`config.mk`:
```
export PLATFORM = sky130hd
export DESIGN_NAME = ber_integer_header_parser_core
export DESIGN_NICKNAME = d
export VERILOG_FILES = /design/src/design/ber_hdr_pkg.sv /design/src/design/ber_integer_header_parser_core.sv
export VERILOG_INCLUDE_DIRS = /design/src /design/src/design
export SDC_FILE = /design/constraint.sdc
export NUM_CORES = 1
export LEC_CHECK = 0
export BUFFER_PORTS_ARGS = -buffer_cell sky130_fd_sc_hd__buf_2
export CORE_MARGIN = 2
export CORE_UTILIZATION = 40
export CTS_CLUSTER_DIAMETER = 40
export CTS_CLUSTER_SIZE = 28
export DETAILED_ROUTE_END_ITERATION = 8
export GPL_ROUTABILITY_DRIVEN = 1
export GPL_TIMING_DRIVEN = 1
export SETUP_SLACK_MARGIN = 0.5
export SYNTH_ARGS = -nofsm -noshare
export SYNTH_HDL_FRONTEND = slang
export SYNTH_SLANG_ARGS = --single-unit
```
`constraint.sdc`:
```
create_clock -name clk_i -period 33.5 [get_ports clk_i]
set_clock_uncertainty 0.05 [all_clocks]
set_input_delay 6.7 -clock clk_i [delete_from_list [all_inputs] [get_ports clk_i]]
set_output_delay 6.7 -clock clk_i [all_outputs]
set_load 0.1 [all_outputs]
```
`src/design/assert_macros.svh`:
```
// Assertion helpers shared by the RTL.
`ifndef ASSERT_MACROS_SVH
`define ASSERT_MACROS_SVH

`ifndef SYNTHESIS

// Concurrent check, switched off while reset is asserted.
`define ASSERT_RST(label, clk, rst_n, prop, msg) \
  label: assert property (@(posedge clk) disable iff (!(rst_n)) (prop)) else $error(msg);

// Concurrent check, live through reset as well.
`define ASSERT_ALWAYS(label, clk, prop, msg) \
  label: assert property (@(posedge clk) (prop)) else $error(msg);

`else

`define ASSERT_RST(label, clk, rst_n, prop, msg)
`define ASSERT_ALWAYS(label, clk, prop, msg)

`endif

`endif

```
`src/design/ber_hdr_pkg.sv`:
```
package ber_hdr_pkg;

  localparam int unsigned NumFields = 8;
  localparam int unsigned FieldIdxW = $clog2(NumFields);

  // field slots in the store
  localparam logic [FieldIdxW-1:0] FieldVersion = FieldIdxW'(0);
  localparam logic [FieldIdxW-1:0] FieldFlow    = FieldIdxW'(2);
  localparam logic [FieldIdxW-1:0] FieldFlag    = FieldIdxW'(6);
  localparam logic [FieldIdxW-1:0] FieldLast    = FieldIdxW'(NumFields - 1);

  localparam logic [7:0] IntegerTag    = 8'd2;
  localparam logic [7:0] ShortFormMax  = 8'd128;
  localparam logic [7:0] MaxFieldBytes = 8'd4;

  localparam logic [31:0] MinVersionReset = 32'd0;

  typedef enum logic [2:0] {
    PH_IDLE,
    PH_HDRLEN,
    PH_SKIP,
    PH_TAG,
    PH_LEN,
    PH_VAL
  } phase_e;

  typedef enum logic [3:0] {
    PS_OK            = 4'd0,
    PS_OLD_VERSION   = 4'd1,
    PS_BAD_HEADER    = 4'd2,
    PS_MISSING_SEQ   = 4'd3,
    PS_MISSING_FLOW  = 4'd4,
    PS_MISSING_PROTO = 4'd5,
    PS_MISSING_USER  = 4'd6,
    PS_MISSING_IP    = 4'd7,
    PS_MISSING_FLAG  = 4'd8,
    PS_MISSING_RET   = 4'd9,
    PS_OVERSIZE      = 4'd10
  } status_e;

  typedef struct packed {
    logic [31:0] version_value;
    logic [31:0] sequence_number;
    logic [7:0]  flow_offset;
    logic [31:0] flow_value;
    logic [31:0] protocol_number;
    logic [31:0] user_id;
    logic [31:0] ip_address;
    logic [31:0] flag_value;
    logic [31:0] return_code;
    status_e     parse_status;
  } result_t;

endpackage

```
`src/design/ber_integer_header_parser_core.sv`:
```
// Streaming decoder for a BER-style header of eight INTEGER fields (tag 2):
// version, sequence, flow, protocol, user id, ip, flag and return code.
// Feed one message byte per input beat, message_start_i high on byte 0.
// Byte 1 is the header length: 128 or less is short form, above that its
// low 7 bits count length octets that are skipped. Each field is tag,
// length (0..4) and big-endian value bytes; flag and return code are
// sign-extended from their length. One result beat is given when parsing
// ends: after the return code, on the first framing error, or when the
// version is below min_version (written through cfg_we_i/cfg_wdata_i; the
// user must do so only while idle, not enforced by the block). Fields not
// reached read as zero. Bytes after a result and before the next message
// start are dropped. Throughput is one byte per clock unless stalled: each
// byte updates the parse registers and a finishing byte loads the result
// register directly. A second result register acts as a skid stage, so a
// waiting result does not stall input; input stalls only when both are full.
`include "assert_macros.svh"

module ber_integer_header_parser_core #(
  parameter logic [31:0] MinVersionRst = ber_hdr_pkg::MinVersionReset
) (
  input  logic               clk_i,
  input  logic               rst_ni,
  // configuration
  input  logic               cfg_we_i,
  input  logic [31:0]        cfg_wdata_i,
  // byte input
  input  logic               in_valid_i,
  output logic               in_stall_o,
  input  logic [7:0]         data_byte_i,
  input  logic               message_start_i,
  // result output
  output logic               out_valid_o,
  input  logic               out_stall_i,
  output logic [31:0]        version_value_o,
  output logic [31:0]        sequence_number_o,
  output logic [7:0]         flow_offset_o,
  output logic [31:0]        flow_value_o,
  output logic [31:0]        protocol_number_o,
  output logic [31:0]        user_id_o,
  output logic [31:0]        ip_address_o,
  output logic signed [31:0] flag_value_o,
  output logic signed [31:0] return_code_o,
  output logic [3:0]         parse_status_o
);

  localparam int unsigned IdxW = ber_hdr_pkg::FieldIdxW;

  // parse state
  ber_hdr_pkg::phase_e  phase_q, phase_d;
  logic [IdxW-1:0]      fidx_q, fidx_d;
  logic [7:0]           offs_q, offs_d;
  logic [6:0]           left_q, left_d;     // skip or value bytes remaining
  logic [2:0]           flen_q, flen_d;
  logic                 long_q, long_d;
  logic [31:0]          acc_q, acc_d;
  logic [7:0]           flow_offs_q, flow_offs_d;
  logic [31:0]          store_q [ber_hdr_pkg::NumFields];
  logic [31:0]          store_d [ber_hdr_pkg::NumFields];
  logic [31:0]          min_version_q;

  // result path: output register plus skid
  ber_hdr_pkg::result_t out_q, skid_q, res;
  logic                 out_valid_q, skid_valid_q;

  logic                 in_acc, out_take;
  logic                 res_emit, finish;
  ber_hdr_pkg::status_e status;
  logic [31:0]          fval, fext;

  assign in_stall_o = skid_valid_q;
  assign in_acc     = in_valid_i && !skid_valid_q;
  assign out_take   = out_valid_q && !out_stall_i;

  always_ff @(posedge clk_i or negedge rst_ni) begin
    if (!rst_ni) begin
      min_version_q <= MinVersionRst;
    end else if (cfg_we_i) begin
      min_version_q <= cfg_wdata_i;
    end
  end

  always_comb begin
    phase_d     = phase_q;
    fidx_d      = fidx_q;
    offs_d      = offs_q;
    left_d      = left_q;
    flen_d      = flen_q;
    long_d      = long_q;
    acc_d       = acc_q;
    flow_offs_d = flow_offs_q;
    store_d     = store_q;
    res_emit    = 1'b0;
    finish      = 1'b0;
    status      = ber_hdr_pkg::PS_OK;
    fval        = '0;
    fext        = '0;

    if (in_acc) begin
      if (message_start_i) begin
        // restart: byte 0 itself carries nothing
        phase_d     = ber_hdr_pkg::PH_HDRLEN;
        fidx_d      = '0;
        offs_d      = '0;
        left_d      = '0;
        flen_d      = '0;
        long_d      = 1'b0;
        acc_d       = '0;
        flow_offs_d = '0;
        store_d     = '{default: '0};
      end else if (phase_q != ber_hdr_pkg::PH_IDLE) begin
        offs_d = offs_q + 8'd1;
        case (phase_q)
          ber_hdr_pkg::PH_HDRLEN: begin
            if (data_byte_i <= ber_hdr_pkg::ShortFormMax) begin
              long_d  = 1'b0;
              phase_d = ber_hdr_pkg::PH_TAG;
            end else begin
              long_d  = 1'b1;
              left_d  = data_byte_i[6:0];
              phase_d = (data_byte_i[6:0] != 7'd0) ? ber_hdr_pkg::PH_SKIP
                                                   : ber_hdr_pkg::PH_TAG;
            end
          end
          ber_hdr_pkg::PH_SKIP: begin
            left_d = left_q - 7'd1;
            if (left_q == 7'd1) begin
              phase_d = ber_hdr_pkg::PH_TAG;
            end
          end
          ber_hdr_pkg::PH_TAG: begin
            if (data_byte_i == ber_hdr_pkg::IntegerTag) begin
              phase_d = ber_hdr_pkg::PH_LEN;
            end else begin
              res_emit = 1'b1;
              if (fidx_q == ber_hdr_pkg::FieldVersion) begin
                // long form: version tag check is folded into the sequence one
                status = long_q ? ber_hdr_pkg::PS_MISSING_SEQ
                                : ber_hdr_pkg::PS_BAD_HEADER;
              end else begin
                // missing codes run in field order from the sequence field
                status = ber_hdr_pkg::status_e'(4'(ber_hdr_pkg::PS_MISSING_SEQ)
                                                + 4'(fidx_q) - 4'd1);
              end
            end
          end
          ber_hdr_pkg::PH_LEN: begin
            if (data_byte_i > ber_hdr_pkg::MaxFieldBytes) begin
              res_emit = 1'b1;
              status   = ber_hdr_pkg::PS_OVERSIZE;
            end else begin
              flen_d = data_byte_i[2:0];
              acc_d  = '0;
              if (fidx_q == ber_hdr_pkg::FieldFlow) begin
                flow_offs_d = offs_q + 8'd2;
              end
              if (data_byte_i[2:0] == 3'd0) begin
                finish = 1'b1;
              end else begin
                left_d  = {4'd0, data_byte_i[2:0]};
                phase_d = ber_hdr_pkg::PH_VAL;
              end
            end
          end
          ber_hdr_pkg::PH_VAL: begin
            fval   = {acc_q[23:0], data_byte_i};
            acc_d  = fval;
            left_d = left_q - 7'd1;
            finish = (left_q == 7'd1);
          end
          default: begin
            phase_d = ber_hdr_pkg::PH_IDLE;
          end
        endcase

        if (finish) begin
          fext = fval;
          if (fidx_q >= ber_hdr_pkg::FieldFlag) begin
            case (flen_d)
              3'd1:    fext = {{24{fval[7]}}, fval[7:0]};
              3'd2:    fext = {{16{fval[15]}}, fval[15:0]};
              3'd3:    fext = {{8{fval[23]}}, fval[23:0]};
              default: fext = fval;
            endcase
          end
          store_d[fidx_q] = fext;
          if (fidx_q == ber_hdr_pkg::FieldVersion && fext < min_version_q) begin
            res_emit = 1'b1;
            status   = ber_hdr_pkg::PS_OLD_VERSION;
          end else if (fidx_q == ber_hdr_pkg::FieldLast) begin
            res_emit = 1'b1;
            status   = ber_hdr_pkg::PS_OK;
          end else begin
            fidx_d  = fidx_q + IdxW'(1);
            phase_d = ber_hdr_pkg::PH_TAG;
          end
        end

        if (res_emit) begin
          phase_d = ber_hdr_pkg::PH_IDLE;
        end
      end
    end
  end

  always_comb begin
    res.version_value   = store_d[0];
    res.sequence_number = store_d[1];
    res.flow_offset     = flow_offs_d;
    res.flow_value      = store_d[2];
    res.protocol_number = store_d[3];
    res.user_id         = store_d[4];
    res.ip_address      = store_d[5];
    res.flag_value      = store_d[6];
    res.return_code     = store_d[7];
    res.parse_status    = status;
  end

  always_ff @(posedge clk_i or negedge rst_ni) begin
    if (!rst_ni) begin
      phase_q <= ber_hdr_pkg::PH_IDLE;
      fidx_q  <= '0;
      offs_q  <= '0;
      left_q  <= '0;
      flen_q  <= '0;
      long_q  <= 1'b0;
    end else begin
      phase_q <= phase_d;
      fidx_q  <= fidx_d;
      offs_q  <= offs_d;
      left_q  <= left_d;
      flen_q  <= flen_d;
      long_q  <= long_d;
    end
  end

  // payload, rewritten at every message start
  always_ff @(posedge clk_i) begin
    acc_q       <= acc_d;
    flow_offs_q <= flow_offs_d;
    store_q     <= store_d;
  end

  // result beats: output register, overflow into skid
  always_ff @(posedge clk_i or negedge rst_ni) begin
    if (!rst_ni) begin
      out_valid_q  <= 1'b0;
      skid_valid_q <= 1'b0;
    end else if (skid_valid_q) begin
      if (out_take) begin
        skid_valid_q <= 1'b0;
      end
    end else if (res_emit) begin
      if (out_valid_q && !out_take) begin
        skid_valid_q <= 1'b1;
      end else begin
        out_valid_q <= 1'b1;
      end
    end else if (out_take) begin
      out_valid_q <= 1'b0;
    end
  end

  always_ff @(posedge clk_i) begin
    if (skid_valid_q) begin
      if (out_take) begin
        out_q <= skid_q;
      end
    end else if (res_emit) begin
      if (out_valid_q && !out_take) begin
        skid_q <= res;
      end else begin
        out_q <= res;
      end
    end
  end

  assign out_valid_o       = out_valid_q;
  assign version_value_o   = out_q.version_value;
  assign sequence_number_o = out_q.sequence_number;
  assign flow_offset_o     = out_q.flow_offset;
  assign flow_value_o      = out_q.flow_value;
  assign protocol_number_o = out_q.protocol_number;
  assign user_id_o         = out_q.user_id;
  assign ip_address_o      = out_q.ip_address;
  assign flag_value_o      = out_q.flag_value;
  assign return_code_o     = out_q.return_code;
  assign parse_status_o    = out_q.parse_status;

  `ASSERT_RST(a_skid_needs_out, clk_i, rst_ni, skid_valid_q |-> out_valid_q, "skid full, output empty")
  `ASSERT_RST(a_skid_fill, clk_i, rst_ni, $rose(skid_valid_q) |-> $past(out_valid_q && out_stall_i), "skid filled with output free")
  `ASSERT_RST(a_no_idle_result, clk_i, rst_ni, res_emit |-> (phase_q != ber_hdr_pkg::PH_IDLE), "result while idle")
  `ASSERT_RST(a_skip_count, clk_i, rst_ni, (phase_q == ber_hdr_pkg::PH_SKIP) |-> (left_q != 7'd0), "skip phase with no bytes left")

endmodule

```
# After elaboration in Yosys (flattened, before gate mapping)
# Index checks and enable logic that the tools add are counted.
# Widths: inputs -> output; s select.
dict set report word_totals {
  register_bits 883
  inputBits 46
  elab_cells 201
}
dict set report classes {
  n_addsub 6
  order_cmp 6
  eq_ne 20
  muxes 100
  bitwise_logic 2
  n_reduce_logical 28
}
# cell n
set op_table {}
lappend op_table {{$mux 268} 4}
lappend op_table {{$mux 256} 4}
lappend op_table {{$bwmux 256} 1}
lappend op_table {{$mux 32} 7}
lappend op_table {{$demux 32 s3} 1}
lappend op_table {{$pmux 32 s3} 1}
lappend op_table {{$mux 3} 22}
lappend op_table {{$mux 8} 8}
lappend op_table {{$mux 24} 2}
lappend op_table {{$pmux 24 s2} 1}
lappend op_table {{$mux 4} 9}
lappend op_table {{$mux 7} 5}
lappend op_table {{$lt 32x32->1} 1}
lappend op_table {{$mux 1} 30}
lappend op_table {{$pmux 7 s3} 1}
lappend op_table {{$eq 3x2->1 const B} 5}
lappend op_table {{$pmux 3 s5} 1}
lappend op_table {{$reduce_and 3->1} 4}
lappend op_table {{$reduce_bool 2->1} 5}
lappend op_table {{$eq 3x3->1 const B} 3}
lappend op_table {{$ne 3x3->1 const B} 3}
lappend op_table {{$add 8x1->8 const B} 1}
lappend op_table {{$add 8x2->8 const B} 1}
lappend op_table {{$eq 8x2->1 const B} 1}
lappend op_table {{other kinds (28)} 41}

# Longest topological paths before layout
dict set report logic_depth {
  ltp_word 25
  ltp_mapped 18
  mapped_depth_nobuf 15
}

# Least setup slack after synthesis
# Ideal clock, no wire load.
dict set report synth_timing {
  path_type {in2reg}
  start {input port data_byte_i[5]}
  end {register out_q (netlist bit flag_value_o[0]), enable pin}
  arrival_time_ps 29264
  required_time_ps 32145
  setup_slack_ps 2881
  cell_stages 16
  cell_sequence {or4_1 buf_2 nor4_2 mux2i_1 nand2_1 buf_2 a21oi_1 inv_1 ha_1 a211oi_1 o21ai_0 o221ai_1 o211ai_1 a211oi_1 o31ai_1 a21boi_0}
}
dict set report synth_between {
  elab_chain_len 25
  elab_cells_between_ends 38
  classes_between {order compare: 2; eq/ne: 4; mux: 29; reduce/logical: 3}
}
# item line_no
set synth_rtl {}
lappend synth_rtl {{start: declaration} ber_integer_header_parser_core.sv:29} ;# input logic [7:0] data_byte_i,
lappend synth_rtl {{$gt 8x3->1} ber_integer_header_parser_core.sv:147} ;# if (data_byte_i > ber_hdr_pkg::MaxFieldBytes) begin
lappend synth_rtl {{$mux 3} ber_integer_header_parser_core.sv:147}
lappend synth_rtl {{$mux 3} ber_integer_header_parser_core.sv:112} ;# case (phase_q)
lappend synth_rtl {{$mux 3} ber_integer_header_parser_core.sv:110} ;# end else if (phase_q != ber_hdr_pkg::PH_IDLE) begin
lappend synth_rtl {{$mux 3} ber_integer_header_parser_core.sv:99} ;# if (message_start_i) begin
lappend synth_rtl {{$mux 3} ber_integer_header_parser_core.sv:98} ;# if (in_acc) begin
lappend synth_rtl {{$eq 3x2->1 or $eq 3x1->1 (tied branches)} ber_integer_header_parser_core.sv:178} ;# case (flen_d)
lappend synth_rtl {{$pmux 32 s3} ber_integer_header_parser_core.sv:178}
lappend synth_rtl {{[9 not listed]} --}
lappend synth_rtl {{$mux 1 *} ber_integer_header_parser_core.sv:110}
lappend synth_rtl {{$mux 1 *} ber_integer_header_parser_core.sv:99}
lappend synth_rtl {{$mux 1 *} ber_integer_header_parser_core.sv:98}
lappend synth_rtl {{$mux 1 *} ber_integer_header_parser_core.sv:110}
lappend synth_rtl {{$mux 1 *} ber_integer_header_parser_core.sv:99}
lappend synth_rtl {{$mux 1 *} ber_integer_header_parser_core.sv:98}
lappend synth_rtl {{$reduce_bool 2->1 (no source line) *} --}
lappend synth_rtl {{$reduce_and 3->1 (no source line) *} --}
lappend synth_rtl {{end signal: assignment} ber_integer_header_parser_core.sv:266} ;# out_q <= skid_q;
lappend synth_rtl {{end signal: assignment} ber_integer_header_parser_core.sv:272} ;# out_q <= res;
lappend synth_rtl {{end: declaration} ber_integer_header_parser_core.sv:62} ;# ber_hdr_pkg::result_t out_q, skid_q, res;
# Mark *: on every way between the ends. The rest lies on a longest branch, timed or not. The select of a mux whose other input is x is not followed.
# A chain may end at the register's enable or synchronous reset.

# Worst setup path after layout
dict set report layout_timing {
  start {input port data_byte_i[5]}
  end {register out_q (netlist bit user_id_o[21]), enable pin}
}
# The elaborated chain is that of the path after synthesis.

==> reports/metrics.yaml <==
power:
  p_leak_nw: 15.9
  peakVddDrop_mv: 0.0426
  power_density_nw_per_um2: 61.3
drt:
  wire_per_inst_um: 24.0
  drt_iter0_drc: 2519
  viasPerCell: 5.60
  firstDrtPassIters: 6
  drc_errors: 0
  vias: 25000
  postRouteAntennaNets: 0
  wl_mm: 107
place:
  place_area_um2: 38200
  dpl.hpwl_mm: 71.5
  placedCellCount: 4250
  gp_congestion: 0.920
  port_buffers: 315
  pre_cts_ws_ns: 19.64
logic_synthesis:
  synthCells: 2922
  synth_seq_cells: 883
  synth_edf_count: 560
  ys.flop_type: "edfxtp_1"
  yosys.cell_types.count: 79
  synthesis.nets: 3011
  synth-seq-area-share_pct: 66.2
  yosysWarningCount: 0
  synthArstFlopShare_pct: 6.68
  synthesis.area_um2: 35600
  avgSynthCellArea_um2: 12.2
global_route:
  gr-total-overflow: 0
  grt_max_degree: 149
  antenna_found_initial: 11
  grt_pass1_wl_mm: 156
  grt_use_total_pct: 22.9
  grt_pass1_vias: 23400
critical_path:
  arrival_ns: 13.64
  critical_path_class: "in -> reg"
  cp-end-kind: "flop"
  cp_max_fo: 84
  start_kind: "input pin"
  crit_required_ns: 33.76
cells_and_area:
  multi_input_comb_area_um2: 11000
  register_area_um2: 23600
  mostFrequentLayoutCells: "edfxtp_1, nand2_1, buf_2"
  fillers: 7820
  design_area_um2: 42200
  area_delta_synth_final_pct: 18.5
  nets: 3290
  layout.cells.non_filler: 4471
  drive_gt1_share_pct: 22.8
  final_common_cell: "edfxtp_1"
clocking:
  path_clk_slew_ns: 0.06
  cts_buffer_depth: 3
  post-cts-setup-buffer-count: 0
  clk_latency_ns: 0.70
  cts_sinks: 883
  cts_resized: 0
  cts_buffers: 114
  cts_root_buffer: "clkbuf_16"
  cts.htree.levels: 3
  cts_tree: "built"
  hold_buffers: 0
sta:
  fin_tns_setup_ns: 0
  drv_slew: 0
  hold_ws_ns: 0.416
  hold_viol: 0
  slew_headroom_pct: 17.2
  tightest_slew_ns: 1.23
  rsz0062_at_grt: "no"
  finalWorstSetupSlack_ns: 20.12
  period_share_pct: 39.9
  post-route-min-period_ns: 13.38
  setup_violations: 0
  max_clock_freq_mhz: 74.7
die:
  core_um2: 88200
  die_w_um: 302
  num_io_pins: 316
  die_area_um2: 91400
  rows: 109
  start_util_pct: 40.3
  die_y_um: 302
run:
  maxCapViolCount: 0
min_path:
  min_path_type: "reg -> reg"
run_status:
  outcome: "finished clean"
## worst max-delay path: stages
cell      delay [ns]
buf_2           0.12
or4_1           0.78
nor3_1          0.64
o21ai_1         0.16
a31oi_1         0.89
a21oi_2         0.35
inv_1           0.22
ha_1            0.27
nand4_1         0.12
a31oi_1         0.06
a211oi_1        0.22
o21ai_0         0.33
a211oi_1        0.53
o31ai_1         0.31
a21boi_4        0.20
buf_4           0.63
buf_4           0.93
## synthesized netlist by cell type, drive strengths merged, types with 36 or more instances
master / count / area [µm²]
dfrtp: 59 / 1480
a22o: 63 / 552
dfxtp: 264 / 5290
nand2: 357 / 1370
ha: 43 / 538
o21ai: 270 / 1400
a21oi: 270 / 1360
edfxtp: 560 / 16800
nor2: 154 / 636
a211oi: 49 / 378
mux2: 131 / 1480
and2: 46 / 288
a22oi: 38 / 285
nand3: 36 / 185
inv: 86 / 323
clkbuf: 145 / 544
buf: 44 / 241
## routing by layer
metal  up-vias  track usage (%)  wire, µm
li1      11400                -         -
met4        16             7.94      3070
met2      1128             35.3     49000
met3       205             5.03      9160
met1     12300             32.0     45900
met5         -                0        89
## logic make-up (layout without fill, tap and decap cells)
family | after synthesis | count (layout) | share of synthesized area [%]
AOI/OAI and AO/OA | 846 | 846 | 14.9
xor gates and xnor gates | 14 | 14 | 0.344
adders and majority gates | 43 | 43 | 1.51
buffers and inverters | 276 | 657 | 3.12
DFF | 883 | 883 | 66.2
muxes | 159 | 159 | 4.93
other | 0 | 3 | 0
and+or+nand+nor | 701 | 701 | 8.94
## power breakdown
part	internal [W]	switching (W)	total, W
Combinational	0.0000297	0.000130	0.000159
Clock	0.000713	0.000531	0.00124
Sequential	0.00117	0.0000135	0.00118
## layout make-up
class                   instances  area share, %
multi-input cells            1763           26.0
repair buffers                352           4.43
clock inverters                88           2.28
clock buffers                 130           7.15
diodes                          3         0.0178
inverters                      87          0.786
well taps                    1165           3.46
flip-flops and latches        883           55.9
## worst paths after layout
| kind | to | slack (ns) | cells past startpoint | from |
|---|---|---|---|---|
| hold / removal | store_q[192]$_DFF_P_ | 0.42 | 2 | store_q[192]$_DFF_P_ |
| max in group asynchronous | in_stall_o$_DFF_PN0_ | 26.44 | 2 | rst_ni |
| setup reg to reg | user_id_o[21]$_DFFE_PP_ | 25.83 | 17 | fidx_q[0]$_DFFE_PN0P_ |
| setup / recovery | user_id_o[21]$_DFFE_PP_ | 20.12 | 17 | data_byte_i[5] |
| hold reg to reg | store_q[192]$_DFF_P_ | 0.42 | 2 | store_q[192]$_DFF_P_ |
| min in group asynchronous | min_version_q[2]$_DFFE_PN0P_ | 6.18 | 2 | rst_ni |
## metrics by stage
stage / util (%) / power [W]
global route: 47.8 / 0.00266
finish: 47.8 / 0.00259
CTS: 47.8 / 0.00260
floorplan: - / 0.00133
global placement: 43.3 / 0.00136
detailed placement: 43.3 / 0.00136
## registers in the layout, summed over array words and instances (netlist names), 8 cells and up
| name | flops |
|---|---|
| skid_q | 268 |
| user_id_o | 32 |
| flag_value_o | 32 |
| flow_offset_o | 8 |
| offs_q | 8 |
| protocol_number_o | 32 |
| acc_q | 24 |
| flow_value_o | 32 |
| version_value_o | 32 |
| ip_address_o | 32 |
| min_version_q | 32 |
| flow_offs_q | 8 |
| return_code_o | 32 |
| sequence_number_o | 32 |
| store_q | 256 |
(Power assumes the default switching activity.)
